<file path="config.mk">
export PLATFORM = sky130hd
export DESIGN_NAME = mcgp_ctrl
export DESIGN_NICKNAME = d
export VERILOG_FILES = /design/src/design/mcgp_pkg.sv /design/src/design/mcgp_ctrl.sv
export SDC_FILE = /design/constraint.sdc
export NUM_CORES = 1
export LEC_CHECK = 0
export BUFFER_PORTS_ARGS = -buffer_cell sky130_fd_sc_hd__buf_2
export CAP_MARGIN = 10
export CORE_AREA = 2 2 39 41
export DETAILED_ROUTE_END_ITERATION = 8
export DIE_AREA = 0 0 41 43
export GPL_TIMING_DRIVEN = 0
export PLACE_DENSITY = 0.51
export SYNTH_ARGS = -nofsm -noshare
export SYNTH_HDL_FRONTEND = slang
export SYNTH_SLANG_ARGS = --single-unit
</file>
<file path="constraint.sdc">
create_clock -name i_clk -period 2.2 [get_ports i_clk]
set_input_delay 0.22 -clock i_clk [delete_from_list [all_inputs] [get_ports i_clk]]
set_output_delay 0.22 -clock i_clk [all_outputs]
set_load 0.05 [all_outputs]
</file>
<file path="src/design/mcgp_pkg.sv">
package mcgp_pkg;

    localparam int MAX_ROWS   = 16;
    localparam int MAX_COLS   = 64;
    localparam int ROW_W      = $clog2(MAX_ROWS);
    localparam int COL_W      = $clog2(MAX_COLS);
    localparam int NR_W       = ROW_W + 1;
    localparam int NC_W       = COL_W + 1;
    localparam int W_W        = 16;
    localparam int COST_W     = 22;
    localparam int GRID_DEPTH = MAX_ROWS * MAX_COLS;
    localparam int COST_DEPTH = 2 * MAX_ROWS;
    localparam int CFG_IDX_W  = 8;
    localparam int CFG_DATA_W = 8;
    localparam int ODATA_W    = 32;

    localparam logic [CFG_IDX_W-1:0] CFG_ROWS = 8'd0;
    localparam logic [CFG_IDX_W-1:0] CFG_COLS = 8'd1;

    // candidate rows of the next column, in order of evaluation
    localparam logic [1:0] CAND_UP  = 2'd0;
    localparam logic [1:0] CAND_MID = 2'd1;
    localparam logic [1:0] CAND_DN  = 2'd2;

    typedef enum logic [2:0] {
        ST_LOAD,
        ST_P0,
        ST_P1,
        ST_P2,
        ST_P3,
        ST_E_INIT,
        ST_E_SHOW,
        ST_E_FETCH
    } t_state;

    typedef struct packed {
        logic       load_wr;
        logic       solve_init;
        logic [1:0] k;
        logic       first;
        logic       eval;
        logic       w_live;
        logic       cap_w;
        logic       commit;
        logic       emit_init;
        logic       emit_next;
    } t_cmd;

    typedef struct packed {
        logic last_load;
        logic lastcol;
        logic last_cell;
        logic emit_last;
    } t_stat;

endpackage

</file>
<file path="src/design/mcgp_ctrl.sv">
module mcgp_ctrl (
    input  logic           i_clk,
    input  logic           i_rst_n,
    input  logic           i_in_valid,
    output logic           o_in_ready,
    input  logic           i_out_ready,
    output logic           o_out_valid,
    input  logic           i_cfg_valid,
    output logic           o_cfg_ready,
    input  mcgp_pkg::t_stat i_stat,
    output mcgp_pkg::t_cmd  o_cmd
);
    import mcgp_pkg::*;

    t_state r_state;
    t_state n_state;

    always_ff @(posedge i_clk) begin
        if (!i_rst_n) begin
            r_state <= ST_LOAD;
        end else begin
            r_state <= n_state;
        end
    end

    always_comb begin
        n_state = r_state;
        case (r_state)
            ST_LOAD: begin
                if (i_in_valid && !i_cfg_valid && i_stat.last_load) begin
                    n_state = ST_P0;
                end
            end
            ST_P0: begin
                n_state = i_stat.lastcol ? ST_P3 : ST_P1;
            end
            ST_P1: n_state = ST_P2;
            ST_P2: n_state = ST_P3;
            ST_P3: begin
                n_state = i_stat.last_cell ? ST_E_INIT : ST_P0;
            end
            ST_E_INIT: n_state = ST_E_SHOW;
            ST_E_SHOW: begin
                if (i_out_ready) begin
                    n_state = i_stat.emit_last ? ST_LOAD : ST_E_FETCH;
                end
            end
            ST_E_FETCH: n_state = ST_E_SHOW;
            default: n_state = ST_LOAD;
        endcase
    end

    always_comb begin
        o_cmd       = '0;
        o_cmd.k     = CAND_UP;
        o_in_ready  = 1'b0;
        o_out_valid = 1'b0;
        o_cfg_ready = 1'b0;
        case (r_state)
            ST_LOAD: begin
                // a register write wins over a cell in the same cycle
                o_cfg_ready      = 1'b1;
                o_in_ready       = !i_cfg_valid;
                o_cmd.load_wr    = i_in_valid && !i_cfg_valid;
                o_cmd.solve_init = i_in_valid && !i_cfg_valid && i_stat.last_load;
            end
            ST_P0: begin
                o_cmd.k = CAND_UP;
            end
            ST_P1: begin
                o_cmd.eval   = 1'b1;
                o_cmd.first  = 1'b1;
                o_cmd.w_live = 1'b1;
                o_cmd.cap_w  = 1'b1;
                o_cmd.k      = CAND_MID;
            end
            ST_P2: begin
                o_cmd.eval = 1'b1;
                o_cmd.k    = CAND_DN;
            end
            ST_P3: begin
                o_cmd.eval   = 1'b1;
                o_cmd.commit = 1'b1;
                o_cmd.w_live = i_stat.lastcol;
            end
            ST_E_INIT: begin
                o_cmd.emit_init = 1'b1;
            end
            ST_E_SHOW: begin
                o_out_valid = 1'b1;
            end
            ST_E_FETCH: begin
                o_cmd.emit_next = 1'b1;
            end
            default: begin
                o_cmd = '0;
            end
        endcase
    end

endmodule

</file>
==> results.json <==
{
  "pwr-share-comb_pct": 49.5,
  "grt_setup_unrepaired": "no",
  "synth_seq_cells": 3,
  "seq_area_frac_synth_pct": 19.7,
  "synth_area_um2": 305,
  "avgSynthCellArea_um2": 8.25,
  "setup_viol": 0,
  "die-width_um": 41,
  "hold_viol_final": 0,
  "cts_hold_buffers": 0,
  "fp.dieH_um": 43,
  "report.final.slew_viol_count": 0,
  "critPathRequiredTime_ps": 1980,
  "drcViolationCount": 0,
  "grt_max_degree": 11,
  "power_switching_share_pct": 45.1,
  "instances_no_fill": 79,
  "grt_first_pass_wirelength_mm": 1.26,
  "wl_per_cell_um": 9.66,
  "clk_latency_ps": 230,
  "ant_nets": 0,
  "cap_violations": 0,
  "overflow": 0,
  "layout.nets": 73,
  "slew-limit-headroom_pct": 78.7,
  "clock-skew-final_ps": 0.232,
  "post-place-cells": 75,
  "critPathKind": "flop to output pin",
  "period_share_pct": 77.8,
  "root_buffer": "clkbuf_4",
  "antenna_found_initial": 0,
  "ir_drop_mv": 0.169,
  "syn_to_final_growth_pct": 51.2,
  "synth.area.top_cells": "dfxtp_1 (20%), buf_4 (9.8%), a2111oi_4 (9.0%)",
  "portBuffers": 22,
  "max_freq_ghz": 0.584,
  "synth_edf_count": 0,
  "path_max_fanout": 7,
  "yosys_warnings": 0,
  "largest_register_ffs": 3,
  "drt_iter0_markers": 4,
  "fin_setup_tns_ps": 0,
  "finalCriticalPeriod_ps": 1710,
  "cts_setup_buffers": 0,
  "critical_path.cell_chain": "or3_4, nor3b_2, buf_2",
  "synthDistinctLibCells": 18,
  "critPathArrivalTime_ps": 1490,
  "cp_slowest_cell": "or3_4",
  "internal_power_uw": 176,
  "status": "finished, final reports clean",
  "cp-end-kind": "output pin",
  "power.switching_uw": 144,
  "clock-sinks": 3,
  "async_reset_ff_share_pct": 0,
  "critPathMaxStageDelay_ps": 440,
  "syn_nets": 46,
  "num_vias": 350,
  "ctsLongestPathBuffers": 2,
  "ios": 23,
  "hold_path_class": "input port to flop",
  "crit_family": "simple AND/OR/NAND/NOR gates",
  "core_um2": 1380,
  "cts_tree": "yes",
  "drt_wl_total_um": 763,
  "via_per_inst": 4.43,
  "worst_pin_slew_ps": 319,
  "synth_flop_cell": "dfxtp_1",
  "antennaDiodeCount": 0,
  "gp_congestion": 0.636,
  "hpwl_um": 610,
  "cp.buffers_inverters": 1,
  "start_kind": "flop",
  "leakagePower_nw": 0.260,
  "yosys-top-cells-count": "a21oi_1 (4), buf_4 (4), nor2_1 (4)",
  "post_cts_resized": 0,
  "biggestRegsByFlops": "r_state: 3 flops",
  "grt_use_total_pct": 10.6,
  "drive_gt1_share_pct": 61.9,
  "syn_inst": 37,
  "rows": 14,
  "power_frac_seq_pct": 20.0,
  "start_util_pct": 22.1,
  "top_register": "r_state",
  "grt_pass1_vias": 322,
  "drtPass1Iterations": 2,
  "dieArea_um2": 1760,
  "cts_made_buffers": 3,
  "power_density_nw_per_um2": 694,
  "clk_transition_reported_paths_ps": 40,
  "synth.top_cell.area_share_pct": 19.7,
  "pwr-share-clk_pct": 30.6,
  "htree_levels": 1,
  "post-synth-top-area-cell": "dfxtp_1"
}
## cell families (layout without fill, tap and decap cells)
| kind of cell | after synthesis | count (layout) | synth area share [%] |
|---|---|---|---|
| AND/OR/NAND/NOR | 13 | 13 | 30.7 |
| AO/OA/AOI/OAI | 12 | 12 | 33.6 |
| buffers and inverters | 9 | 35 | 16.0 |
| flip-flops | 3 | 3 | 19.7 |
## stage by stage
step	cell area [um^2]	setup slack (ps)	hold WS [ps]	total power, mW	util [%]
2_1_floorplan	305	275	419	0.191	-
3_3_place_gp	435	739	535	0.223	31.5
3_5_place_dp	435	720	532	0.224	31.5
4_1_cts	462	467	285	0.327	33.4
5_1_grt	462	397	302	0.344	33.4
6_report	462	488	294	0.320	33.4
## cells in the final DEF, fill, tap and decap left out, types with 2 or more instances in the layout
master	Yosys	layout
a21oi_1	4	4
nor2_1	4	4
inv_1	3	3
o21ai_0	2	2
buf_2	0	22
nor3b_2	2	2
dfxtp_1	3	3
buf_4	4	4
clkbuf_4	0	3
a21o_1	3	3
inv_2	2	2
and3_2	2	2
## worst reg2reg max path, delay by kind of cell (launching register included)
family          cells  cell delay, ps
buf+inv             1             160
simple gates        1             320
compound gates      2             210
flops               1             320
## final timing paths
check | from | to | slack, ps | cells after the start
max | r_state[2] | o_cmd[10] | 490 | 3
min | i_rst_n | r_state[1] | 290 | 3
max reg2reg | r_state[1] | r_state[1] | 1120 | 4
min reg2reg | r_state[2] | r_state[1] | 580 | 2
## area by class of cell
class,instances,area (um^2)
Fill cell,159,922
Clock buffer,4,26.3
Inverter,5,18.8
Buffer,4,30.0
Tap cell,16,20.0
Sequential cell,3,60.1
Timing Repair Buffer,22,110
Multi-Input combinational cell,25,196
## per-layer routing
| layer | vias to the layer above | share of wire, % | global-route usage [%] |
|---|---|---|---|
| li1 | 180 | - | - |
| met1 | 159 | 40 | 11.9 |
| met2 | 11 | 50 | 15.9 |
| met3 | 0 | 9.3 | 4.71 |
| met4 | 0 | 0 | 6.00 |
| met5 | - | 0 | 0 |
## power by group through the flow
stage,clock network [mW],logic (mW),registers [mW]
6_report,0.0980,0.158,0.0639
5_1_grt,0.109,0.170,0.0648
4_1_cts,0.104,0.159,0.0638
3_5_place_dp,0,0.159,0.0646
3_3_place_gp,0,0.159,0.0646
2_1_floorplan,0,0.128,0.0638
Note: power is estimated with default switching activity, not from simulation.
